===== src/design/cpab_pkg.sv =====
// Shared types and constants for the clipped pixel alpha blend block.
`default_nettype none

package cpab_pkg;

  localparam int CoordBits = 16;
  localparam int LenBits   = CoordBits - 1;
  localparam int SumBits   = CoordBits + 1;
  localparam int PosBits   = 13;
  localparam int FbBits    = 14;
  localparam int CfgIdxBits = 3;

  typedef enum logic [CfgIdxBits-1:0] {
    REG_FB_WIDTH    = 3'd0,
    REG_FB_HEIGHT   = 3'd1,
    REG_CLIP_LEFT   = 3'd2,
    REG_CLIP_TOP    = 3'd3,
    REG_CLIP_WIDTH  = 3'd4,
    REG_CLIP_HEIGHT = 3'd5,
    REG_DRAW_COLOR  = 3'd6
  } cfg_reg_t;

  typedef enum logic {
    ACT_RECT_FILL = 1'b0,
    ACT_GLYPH     = 1'b1
  } action_t;

  typedef struct packed {
    logic [FbBits-1:0]           fb_width;
    logic [FbBits-1:0]           fb_height;
    logic signed [CoordBits-1:0] clip_left;
    logic signed [CoordBits-1:0] clip_top;
    logic [LenBits-1:0]          clip_width;
    logic [LenBits-1:0]          clip_height;
    logic [31:0]                 draw_color;
  } cfg_t;

  typedef struct packed {
    logic                        action;
    logic [PosBits-1:0]          pixel_x;
    logic [PosBits-1:0]          pixel_y;
    logic [31:0]                 dest_pixel;
    logic [7:0]                  coverage;
    logic signed [CoordBits-1:0] box_left;
    logic signed [CoordBits-1:0] box_top;
    logic [LenBits-1:0]          box_width;
    logic [LenBits-1:0]          box_height;
  } in_t;

  typedef struct packed {
    logic [31:0] new_pixel;
    logic        write_enable;
  } out_t;

endpackage

`default_nettype wire


===== src/design/cpab_clip.sv =====
// Inside test of one axis against box, clip window and framebuffer.
`default_nettype none

module cpab_clip import cpab_pkg::*; (
  input  wire logic [PosBits-1:0]          pos,
  input  wire logic signed [CoordBits-1:0] box_lo,
  input  wire logic [LenBits-1:0]          box_len,
  input  wire logic signed [CoordBits-1:0] clip_lo,
  input  wire logic [LenBits-1:0]          clip_len,
  input  wire logic [FbBits-1:0]           fb_len,
  output logic                             in_range
);

  logic signed [SumBits-1:0] pos_s;
  logic signed [SumBits-1:0] box_lo_s;
  logic signed [SumBits-1:0] clip_lo_s;
  logic signed [SumBits-1:0] box_hi_s;
  logic signed [SumBits-1:0] clip_hi_s;
  logic                      in_box;
  logic                      in_clip;
  logic                      in_fb;

  // Position is never negative, so the lower framebuffer bound always holds.
  always_comb begin
    pos_s     = $signed(SumBits'(pos));
    box_lo_s  = SumBits'(box_lo);
    clip_lo_s = SumBits'(clip_lo);
    box_hi_s  = box_lo_s + $signed(SumBits'(box_len));
    clip_hi_s = clip_lo_s + $signed(SumBits'(clip_len));
    in_box    = (pos_s >= box_lo_s) && (pos_s < box_hi_s);
    in_clip   = (pos_s >= clip_lo_s) && (pos_s < clip_hi_s);
    in_fb     = FbBits'(pos) < fb_len;
    in_range  = in_box && in_clip && in_fb;
  end

endmodule

`default_nettype wire


===== src/design/cpab_blend.sv =====
// Source-over blend of red, green and blue with opaque fill bypass; dest passes through unchanged when not writing.
`default_nettype none

module cpab_blend import cpab_pkg::*; (
  input  wire logic        action,
  input  wire logic [31:0] dest,
  input  wire logic [7:0]  coverage,
  input  wire logic [31:0] color,
  input  wire logic        write_en,
  output logic [31:0]      new_pixel
);

  logic [7:0]  alpha;
  logic [7:0]  inv_alpha;
  logic        opaque;
  logic [16:0] acc;
  logic [16:0] quo;
  logic [31:0] blended;

  // floor(x/255) for x up to 255*255: (x + (x >> 8) + 1) >> 8
  always_comb begin
    alpha     = (action == ACT_GLYPH) ? coverage : color[31:24];
    inv_alpha = 8'hff - alpha;
    opaque    = (action == ACT_RECT_FILL) && (color[31:24] == 8'hff);
    blended   = 32'hff00_0000;
    acc       = '0;
    quo       = '0;
    for (int ch = 0; ch < 3; ch++) begin
      acc = 17'(16'(dest[ch*8 +: 8] * inv_alpha)) + 17'(16'(color[ch*8 +: 8] * alpha));
      quo = (acc + 17'(acc[16:8]) + 17'd1) >> 8;
      blended[ch*8 +: 8] = quo[7:0];
    end
    if (!write_en) begin
      new_pixel = dest;
    end else if (opaque) begin
      new_pixel = color;
    end else begin
      new_pixel = blended;
    end
  end

endmodule

`default_nettype wire


===== src/design/clipped_pixel_alpha_blend.sv =====
// Top level of the clipped pixel alpha blend block.
//
// Input beats (in_valid/in_ready/in_data) carry one destination pixel, its
// coordinates, the box being drawn and the action. Each beat yields exactly
// one output beat (out_valid/out_ready/out_data) holding the pixel to write
// and write_enable, set when the pixel lies inside the box clipped to the
// clip window and the framebuffer.
// Configuration writes arrive on cfg_valid/cfg_index/cfg_data; cfg_ready is
// always high. Indices outside the register list are ignored.
// A beat passes an input register, then the clip test and blend, then the
// output register. Throughput is one beat per cycle while out_ready holds;
// the blend is two 8x8 multiplies and a divide-by-255 correction per channel.
// When the receiver stalls, the output register holds its beat and the input
// register keeps accepting until it too is full, then in_ready drops.
// Synchronous reset empties both stages and clears the configuration
// registers to zero.
`default_nettype none

module clipped_pixel_alpha_blend import cpab_pkg::*; (
  input  wire logic                  clk,
  input  wire logic                  rst_n,
  input  wire logic                  in_valid,
  output logic                       in_ready,
  input  wire in_t                   in_data,
  output logic                       out_valid,
  input  wire logic                  out_ready,
  output out_t                       out_data,
  input  wire logic                  cfg_valid,
  output logic                       cfg_ready,
  input  wire logic [CfgIdxBits-1:0] cfg_index,
  input  wire logic [31:0]           cfg_data
);

  cfg_t cfg_r, cfg_nxt;
  logic s1_valid_r;
  in_t  s1_data_r;
  logic out_valid_r;
  out_t out_data_r;
  out_t res_nxt;
  logic s1_ready;
  logic inside_x;
  logic inside_y;
  logic write_en;
  logic [31:0] blend_pixel;

  assign cfg_ready = 1'b1;
  assign s1_ready  = !out_valid_r || out_ready;
  assign in_ready  = !s1_valid_r || s1_ready;
  assign out_valid = out_valid_r;
  assign out_data  = out_data_r;

  always_comb begin
    cfg_nxt = cfg_r;
    if (cfg_valid) begin
      case (cfg_reg_t'(cfg_index))
        REG_FB_WIDTH:    cfg_nxt.fb_width    = cfg_data[FbBits-1:0];
        REG_FB_HEIGHT:   cfg_nxt.fb_height   = cfg_data[FbBits-1:0];
        REG_CLIP_LEFT:   cfg_nxt.clip_left   = cfg_data[CoordBits-1:0];
        REG_CLIP_TOP:    cfg_nxt.clip_top    = cfg_data[CoordBits-1:0];
        REG_CLIP_WIDTH:  cfg_nxt.clip_width  = cfg_data[LenBits-1:0];
        REG_CLIP_HEIGHT: cfg_nxt.clip_height = cfg_data[LenBits-1:0];
        REG_DRAW_COLOR:  cfg_nxt.draw_color  = cfg_data;
        default:         cfg_nxt = cfg_r;
      endcase
    end
  end

  cpab_clip u_clip_x (
    .pos      (s1_data_r.pixel_x),
    .box_lo   (s1_data_r.box_left),
    .box_len  (s1_data_r.box_width),
    .clip_lo  (cfg_r.clip_left),
    .clip_len (cfg_r.clip_width),
    .fb_len   (cfg_r.fb_width),
    .in_range (inside_x)
  );

  cpab_clip u_clip_y (
    .pos      (s1_data_r.pixel_y),
    .box_lo   (s1_data_r.box_top),
    .box_len  (s1_data_r.box_height),
    .clip_lo  (cfg_r.clip_top),
    .clip_len (cfg_r.clip_height),
    .fb_len   (cfg_r.fb_height),
    .in_range (inside_y)
  );

  assign write_en = inside_x && inside_y;

  cpab_blend u_blend (
    .action    (s1_data_r.action),
    .dest      (s1_data_r.dest_pixel),
    .coverage  (s1_data_r.coverage),
    .color     (cfg_r.draw_color),
    .write_en  (write_en),
    .new_pixel (blend_pixel)
  );

  assign res_nxt = '{new_pixel: blend_pixel, write_enable: write_en};

  always_ff @(posedge clk) begin
    if (!rst_n) begin
      cfg_r       <= '0;
      s1_valid_r  <= 1'b0;
      out_valid_r <= 1'b0;
    end else begin
      cfg_r <= cfg_nxt;
      if (in_ready) begin
        s1_valid_r <= in_valid;
      end
      if (s1_ready) begin
        out_valid_r <= s1_valid_r;
      end
    end
  end

  always_ff @(posedge clk) begin
    if (in_valid && in_ready) begin
      s1_data_r <= in_data;
    end
    if (s1_valid_r && s1_ready) begin
      out_data_r <= res_nxt;
    end
  end

endmodule

`default_nettype wire


===== config.mk =====
export PLATFORM = sky130hd
export DESIGN_NAME = clipped_pixel_alpha_blend
export DESIGN_NICKNAME = d
export VERILOG_FILES = /design/src/design/cpab_pkg.sv /design/src/design/cpab_clip.sv /design/src/design/cpab_blend.sv /design/src/design/clipped_pixel_alpha_blend.sv
export SDC_FILE = /design/constraint.sdc
export NUM_CORES = 2
export LEC_CHECK = 0
export BUFFER_PORTS_ARGS = -buffer_cell sky130_fd_sc_hd__buf_2
export CAP_MARGIN = 15
export CORE_MARGIN = 2
export CORE_UTILIZATION = 53
export DETAILED_ROUTE_END_ITERATION = 7
export GPL_ROUTABILITY_DRIVEN = 0
export PLACE_DENSITY = 0.71
export SLEW_MARGIN = 20
export SYNTH_ARGS = -nofsm -noshare
export SYNTH_HDL_FRONTEND = slang
export SYNTH_HIERARCHICAL = 1
export SYNTH_SLANG_ARGS = --single-unit

===== constraint.sdc =====
create_clock -name clk -period 9.5 [get_ports clk]
set_input_delay 0.95 -clock clk [delete_from_list [all_inputs] [get_ports clk]]
set_output_delay 0.95 -clock clk [all_outputs]
set_load 0.01 [all_outputs]

Word level (Yosys, flattened, before mapping)
Index checks and enable logic that the tools add are counted.
- word-level logic and storage cells: 85
- bits of input ports: 169
- flip-flop bits (word level): 286
- reduce and logical (&&, ||, !) cells: 24
- order comparisons: 10
- add/subtract/negate cells: 14
- multiply operators: 6
- mux-type cells: 3
- eq/ne operators: 7
- bitwise gates (word level): 1
- operators with widths (operator ; count):
    $add A16 B16 Y17 ; 7
    $mul A8 B8 Y16 ; 6
    $lt A14 B17 Y1 ; 4
    $ge A14 B16 Y1 ; 4
    $mux W32 ; 2
    $add A16 B1 Y16 const B ; 3
    $add A16 B9 Y16 ; 3
    $lt A13 B14 Y1 ; 2
    $reduce_and A2 Y1 ; 7
    $logic_and A1 B1 Y1 ; 12
    $eq A3 B3 Y1 const B ; 3
    $eq A8 B8 Y1 const B ; 1
    $mux W8 ; 1
    $sub A8 B8 Y8 const A ; 1
    $eq A3 B2 Y1 const B ; 2
    $eq A3 B1 Y1 const B ; 1
    $logic_not A3 Y1 ; 1
    $logic_not A1 Y1 ; 2
    $logic_or A1 B1 Y1 ; 2
    $not A1 Y1 ; 1

Logic depth before layout (Yosys ltp)
- word-level depth: 8
- mapped depth: 34
- mapped depth without buffers: 32

By module
Netlist, hierarchy kept.
- by module, submodules not included (module ; sequential area each (µm²) ; cells an instance ; instances ; area each (µm²)):
    cpab_blend ; 0.0 ; 1847 ; 1 ; 15377.2
    clipped_pixel_alpha_blend ; 7347.0 ; 610 ; 1 ; 9420.3
    cpab_clip ; 0.0 ; 363 ; 2 ; 2745.1

Worst setup path after synthesis
No wires, ideal clock.
- path type: register -> register
- start point: reg s1_data_r[128] in the netlist's numbering
- end point: reg out_data_r (netlist bit out_data[22]), data pin
- cell stages (with the launch flop): 29
- arrival: 7.938 ns
- library setup time: 0.265 ns
- slack: 1.297 ns
- buffers on the path: 3
- required time: 9.235 ns
- cells stage by stage: edfxtp_1 > buf_1 > mux2i_1 > clkbuf_1 > clkbuf_1 > nand2_1 > fa_1 > fa_1 > inv_1 > fa_1 > fa_1 > fa_1 > inv_1 > fa_1 > inv_1 > ha_1 > a21o_1 > or3_4 > o21a_4 > a21o_1 > a311o_2 > ha_1 > nor2b_1 > a21oi_1 > a211oi_2 > o211ai_2 > a21oi_2 > mux2i_1 > or3_1
- word-level cells in the longest chain between the ends: 8
- elaborated cells between the ends (all ways): 11
- those cells by class: add/sub: 4; mul: 2; mux: 3; bitwise: 1; reduce/logical: 1
- ends and longest elaborated chain (element ; line ; text):
    from (decl) ; clipped_pixel_alpha_blend.sv:36 ; in_t s1_data_r;
    from (signal assigned) ; clipped_pixel_alpha_blend.sv:119 ; s1_data_r <= in_data;
    $mux W8 ; cpab_blend.sv:22 ; alpha = (action == ACT_GLYPH) ? coverage : color[31:24];
    $sub A8 B8 Y8 ; cpab_blend.sv:23 ; inv_alpha = 8'hff - alpha;
    $mul A8 B8 Y16 ; cpab_blend.sv:29 ; acc = 17'(16'(dest[ch*8 +: 8] * inv_alpha)) + 17'(16'(color[ch*8 +: 8] * alpha));
    $add A16 B16 Y17 ; cpab_blend.sv:29 ;
    $add A16 B9 Y16 ; cpab_blend.sv:30 ; quo = (acc + 17'(acc[16:8]) + 17'd1) >> 8;
    $add A16 B1 Y16 ; cpab_blend.sv:30 ;
    $mux W32 * ; cpab_blend.sv:35 ; end else if (opaque) begin
    $mux W32 * ; cpab_blend.sv:33 ; if (!write_en) begin
    named net blend_pixel[21] ; clipped_pixel_alpha_blend.sv:44 ; logic [31:0] blend_pixel;
    to (signal assigned) ; clipped_pixel_alpha_blend.sv:122 ; out_data_r <= res_nxt;
    to (decl) ; clipped_pixel_alpha_blend.sv:38 ; out_t out_data_r;
The timed path passes the listed nets; every way through them passes the cells marked *.
A chain may end at the register's enable or synchronous reset.

Worst setup path after layout
- start point: reg s1_data_r[128] in the netlist's numbering
- end point: reg out_data_r (netlist bit out_data[23]), data pin
The elaborated chain is that of the path after synthesis.

==> impl_results.rst <==
.. list-table::
   :header-rows: 1

   * - Metric
     - Value
   * - Clk root buf
     - clkbuf_16
   * - Power share of the combinational group
     - 69.6%
   * - Vias in the first global route
     - 23,000
   * - Category of the worst setup path launch point
     - flip-flop
   * - Static leakage power
     - 16.3 nW
   * - Cell Area, Synth
     - 30,300 um2
   * - Primary FF master, synth
     - edfxtp_1
   * - Fin nets
     - 4,221
   * - Insertion delay to the later sink of the worst-skew pair
     - 0.57 ns
   * - Area share of and/or/nand/nor cells after synthesis
     - 14.5%
   * - Routed Antenna Nets
     - 0
   * - Clock skew
     - 0.0275 ns
   * - Count of flip-flops with a built-in enable after synthesis
     - 162
   * - Top library cells by usage in the layout, fill and taps aside
     - 535 x inv_1, 397 x ha_1, 368 x nand2_1, 295 x fa_1, 202 x buf_2
   * - Number of CTS-inserted buffers
     - 35
   * - Number of antenna violations at the first check in global routing
     - 3
   * - Worst Setup Slack post-DPL
     - 0.973 ns
   * - Power, Total
     - 0.00922 W
   * - Port Buffers
     - 203
   * - Proportion of power drawn by the clock network
     - 14.9%
   * - Number of placement rows
     - 87
   * - Required time worst endpoint
     - 9.76 ns
   * - Die outline area
     - 59,100 um2
   * - Worst-case headroom to the max-slew limit
     - 27.0%
   * - Hold/Removal Path Class
     - flip-flop to flip-flop
   * - Cell with the most instances on the worst path
     - inv_1
   * - Avg Synthesized Cell Area
     - 9.52 um2
   * - Total of max-cap violations
     - 0
   * - Placed Instance Area
     - 32,200 um2
   * - Worst-case hold slack
     - 0.456 ns
   * - Maximum operating frequency
     - 115 MHz
   * - Critical setup path kind
     - flip-flop to flip-flop
   * - Sum of net half-perimeters after detailed placement
     - 56.3 mm
   * - Detailed Route Iter0 Violations
     - 1,235
   * - Maximum number of pins on one net before global-route repair
     - 90
   * - Cell Pwr Density
     - 276 nW/um2
   * - Num ports
     - 205
   * - Layout overhead on the synthesized area
     - 10.1%
   * - Slack of the critical path
     - 0.833 ns
   * - Async SR Flop Fraction
     - 0%
   * - Post-detailed-routing wire length
     - 73.1 mm
   * - Switching fraction of total power
     - 47.5%
   * - Final count of hold timing violations
     - 0
   * - Clock period minus worst slack
     - 8.67 ns
   * - Final cycle utilization of the critical path
     - 91.2%
   * - Clock slew at reported path FFs
     - 0.06 ns
   * - Cell internal pwr
     - 0.00484 W
   * - Resize count post-CTS
     - 0
   * - Ratio of cells with drive above 1 in the final layout
     - 10.3%
   * - Library cell occupying the most area in the post-synthesis netlist
     - fa_1
   * - Via-to-Cell Ratio
     - 5.44
   * - Slowest cell on the critical path
     - fa_1
   * - Overall die height
     - 243 um
   * - Unique masters post-synth
     - 91
   * - Setup violators final
     - 0
   * - Endpoint kind of the worst setup timing path
     - flip-flop
   * - Synth area leaders
     - fa_1 19%, ha_1 16%, edfxtp_1 16%, dfxtp_1 8.2%, inv_1 6.6%
   * - Register share of total power
     - 15.5%
   * - Count of TritonRoute iterations in the first routing pass
     - 6
   * - Outcome
     - complete, no violations
   * - Mean routed wirelength per cell
     - 17.7 um
   * - Core area
     - 56,500 um2
   * - Mapped Cells
     - 3,183
   * - Slowest cell delay on critical path
     - 0.56 ns
   * - DRC violation count after routing
     - 0
   * - Final setup TNS
     - 0 ns
   * - H-tree Lvls
     - 2
   * - Delay-heaviest family, CP
     - adder cells
   * - CTS tree
     - done
   * - Critical-path maximum fanout
     - 14
   * - Largest vdd supply drop
     - 304 uV
   * - Number of setup buffers added after CTS
     - 0
   * - Synthesis-stage register bit count
     - 286
   * - Most common cell after layout, fill and taps aside
     - inv_1
   * - Post-Synth XOR/XNOR Area
     - 2.78%
   * - Remaining global-route overflow
     - 0
   * - Clock buffer depth
     - 3
   * - Warning count from the yosys run
     - 6
   * - Fraction of the yosys area taken by sequential cells
     - 24.3%
   * - Area share of the largest cell type after synthesis
     - 19.5%
   * - Number of clock sinks seen by CTS
     - 286
   * - Share of synthesized cell area in full adder, half adder and majority cells
     - 35.9%
   * - Main combinational cell family by area after synthesis
     - adder cells
   * - Initial Util
     - 53.6%
   * - Hold bufs inserted after CTS
     - 0
   * - Mux share of post-synthesis cell area
     - 4.80%
   * - Transition at the pin with the smallest max-transition slack
     - 1.09 ns
   * - Number of pins exceeding their max-slew limit in the final report
     - 0
   * - Count of vias placed by the detailed router
     - 22,500
   * - First-pass GRT wire length
     - 119 mm
   * - Synthesized-area fraction occupied by ao, oa, aoi and oai cells
     - 9.77%
   * - Number of fillers in the final layout
     - 4,926
   * - Power spent charging and discharging nets
     - 0.00438 W
   * - CP bufs+invs
     - 7
   * - Unrepaired setup endpoints after global routing
     - false
   * - Die Wd
     - 243 um
   * - Finished Cell Area
     - 33,400 um2
   * - Total global-route track usage
     - 25.2%
   * - Data arrival time of the worst path
     - 8.93 ns
==> worst register-to-register path, delay by kind of cell, from the launching register on <==
| family | cells | cell delay [ns] |
|---|---|---|
| adders and majority gates | 8 | 3.50 |
| AOI/OAI and AO/OA | 9 | 1.89 |
| and+or+nand+nor | 5 | 1.24 |
| buffers and inverters | 7 | 0.66 |
| DFF | 1 | 0.54 |
| xor gates and xnor gates | 2 | 0.51 |
==> cells in the mapped netlist, drive strengths merged, types with 8 or more instances <==
cell,instances
a2111oi,8
a211o,10
a211oi,15
a21o,47
a21oi,127
a31oi,18
and2,173
and3,34
buf,25
clkbuf,68
dfxtp,124
edfxtp,162
fa,295
ha,397
inv,535
mux2i,137
nand2,368
nand2b,24
nand3,31
nand4,12
nor2,121
nor2b,59
nor3,23
o211ai,21
o21a,22
o21ai,91
o21bai,15
o221ai,9
or2,9
xnor2,49
xor2,42
==> per-layer routing <==
| metal | track usage (%) | wire length (um) | vias to the layer above |
|---|---|---|---|
| li1 | - | - | 10900 |
| met1 | 32.5 | 31300 | 11000 |
| met2 | 43.7 | 35600 | 574 |
| met3 | 3.81 | 4060 | 108 |
| met4 | 7.61 | 2180 | 0 |
| met5 | 0 | 0 | - |
==> flip-flops by register name (all words and copies together) (netlist names) <==
signal and flops:
s1_data_r 129, cfg_r 122, out_data 33, out_valid 1, s1_valid_r 1
==> worst paths after layout <==
| kind | to | start | slack, ns | cells past startpoint |
|---|---|---|---|---|
| max | out_data[23] | s1_data_r[128] | 0.83 | 31 |
| min | cfg_r[97] | cfg_r[97] | 0.46 | 2 |
| max reg2reg | out_data[23] | s1_data_r[128] | 0.83 | 31 |
| min reg2reg | cfg_r[97] | cfg_r[97] | 0.46 | 2 |
==> cell type report <==
cell class | instances | area, um2 | area share [%]
multi-input combinational | 2271 | 20600 | 61.9
sequential | 286 | 7350 | 22.0
clock buffer | 43 | 958 | 2.87
tap | 756 | 946 | 2.84
timing repair buffer | 231 | 1230 | 3.68
clock inverter | 20 | 224 | 0.671
inverter | 535 | 2010 | 6.02
antenna | 1 | 2.50 | 0.00750
==> cells by family (layout without fill, tap and decap cells) <==
group / after synthesis / count (layout)
buf+inv: 628 / 829
simple gates: 892 / 892
mux: 144 / 144
compound gates: 445 / 445
flops: 286 / 286
other cells: 2 / 5
fa+ha+maj: 693 / 693
xor+xnor: 93 / 93
==> power by group through the flow <==
stage / combinational (W) / clock [W] / sequential [W]
finish: 0.00642 / 0.00138 / 0.00143
global route: 0.00722 / 0.00146 / 0.00143
CTS: 0.00633 / 0.00141 / 0.00143
detailed placement: 0.00628 / 0 / 0.00145
global placement: 0.00620 / 0 / 0.00145
floorplan: 0.00506 / 0 / 0.00143
==> per-stage QoR <==
step | util (%) | cells
4_1_cts | 59.0 | 4142
2_1_floorplan | - | 3185
3_5_place_dp | 56.9 | 4079
5_1_grt | 59.0 | 4142
6_report | 59.1 | 4143
3_3_place_gp | 56.9 | 4079
Power figures use the tool's default switching activity.
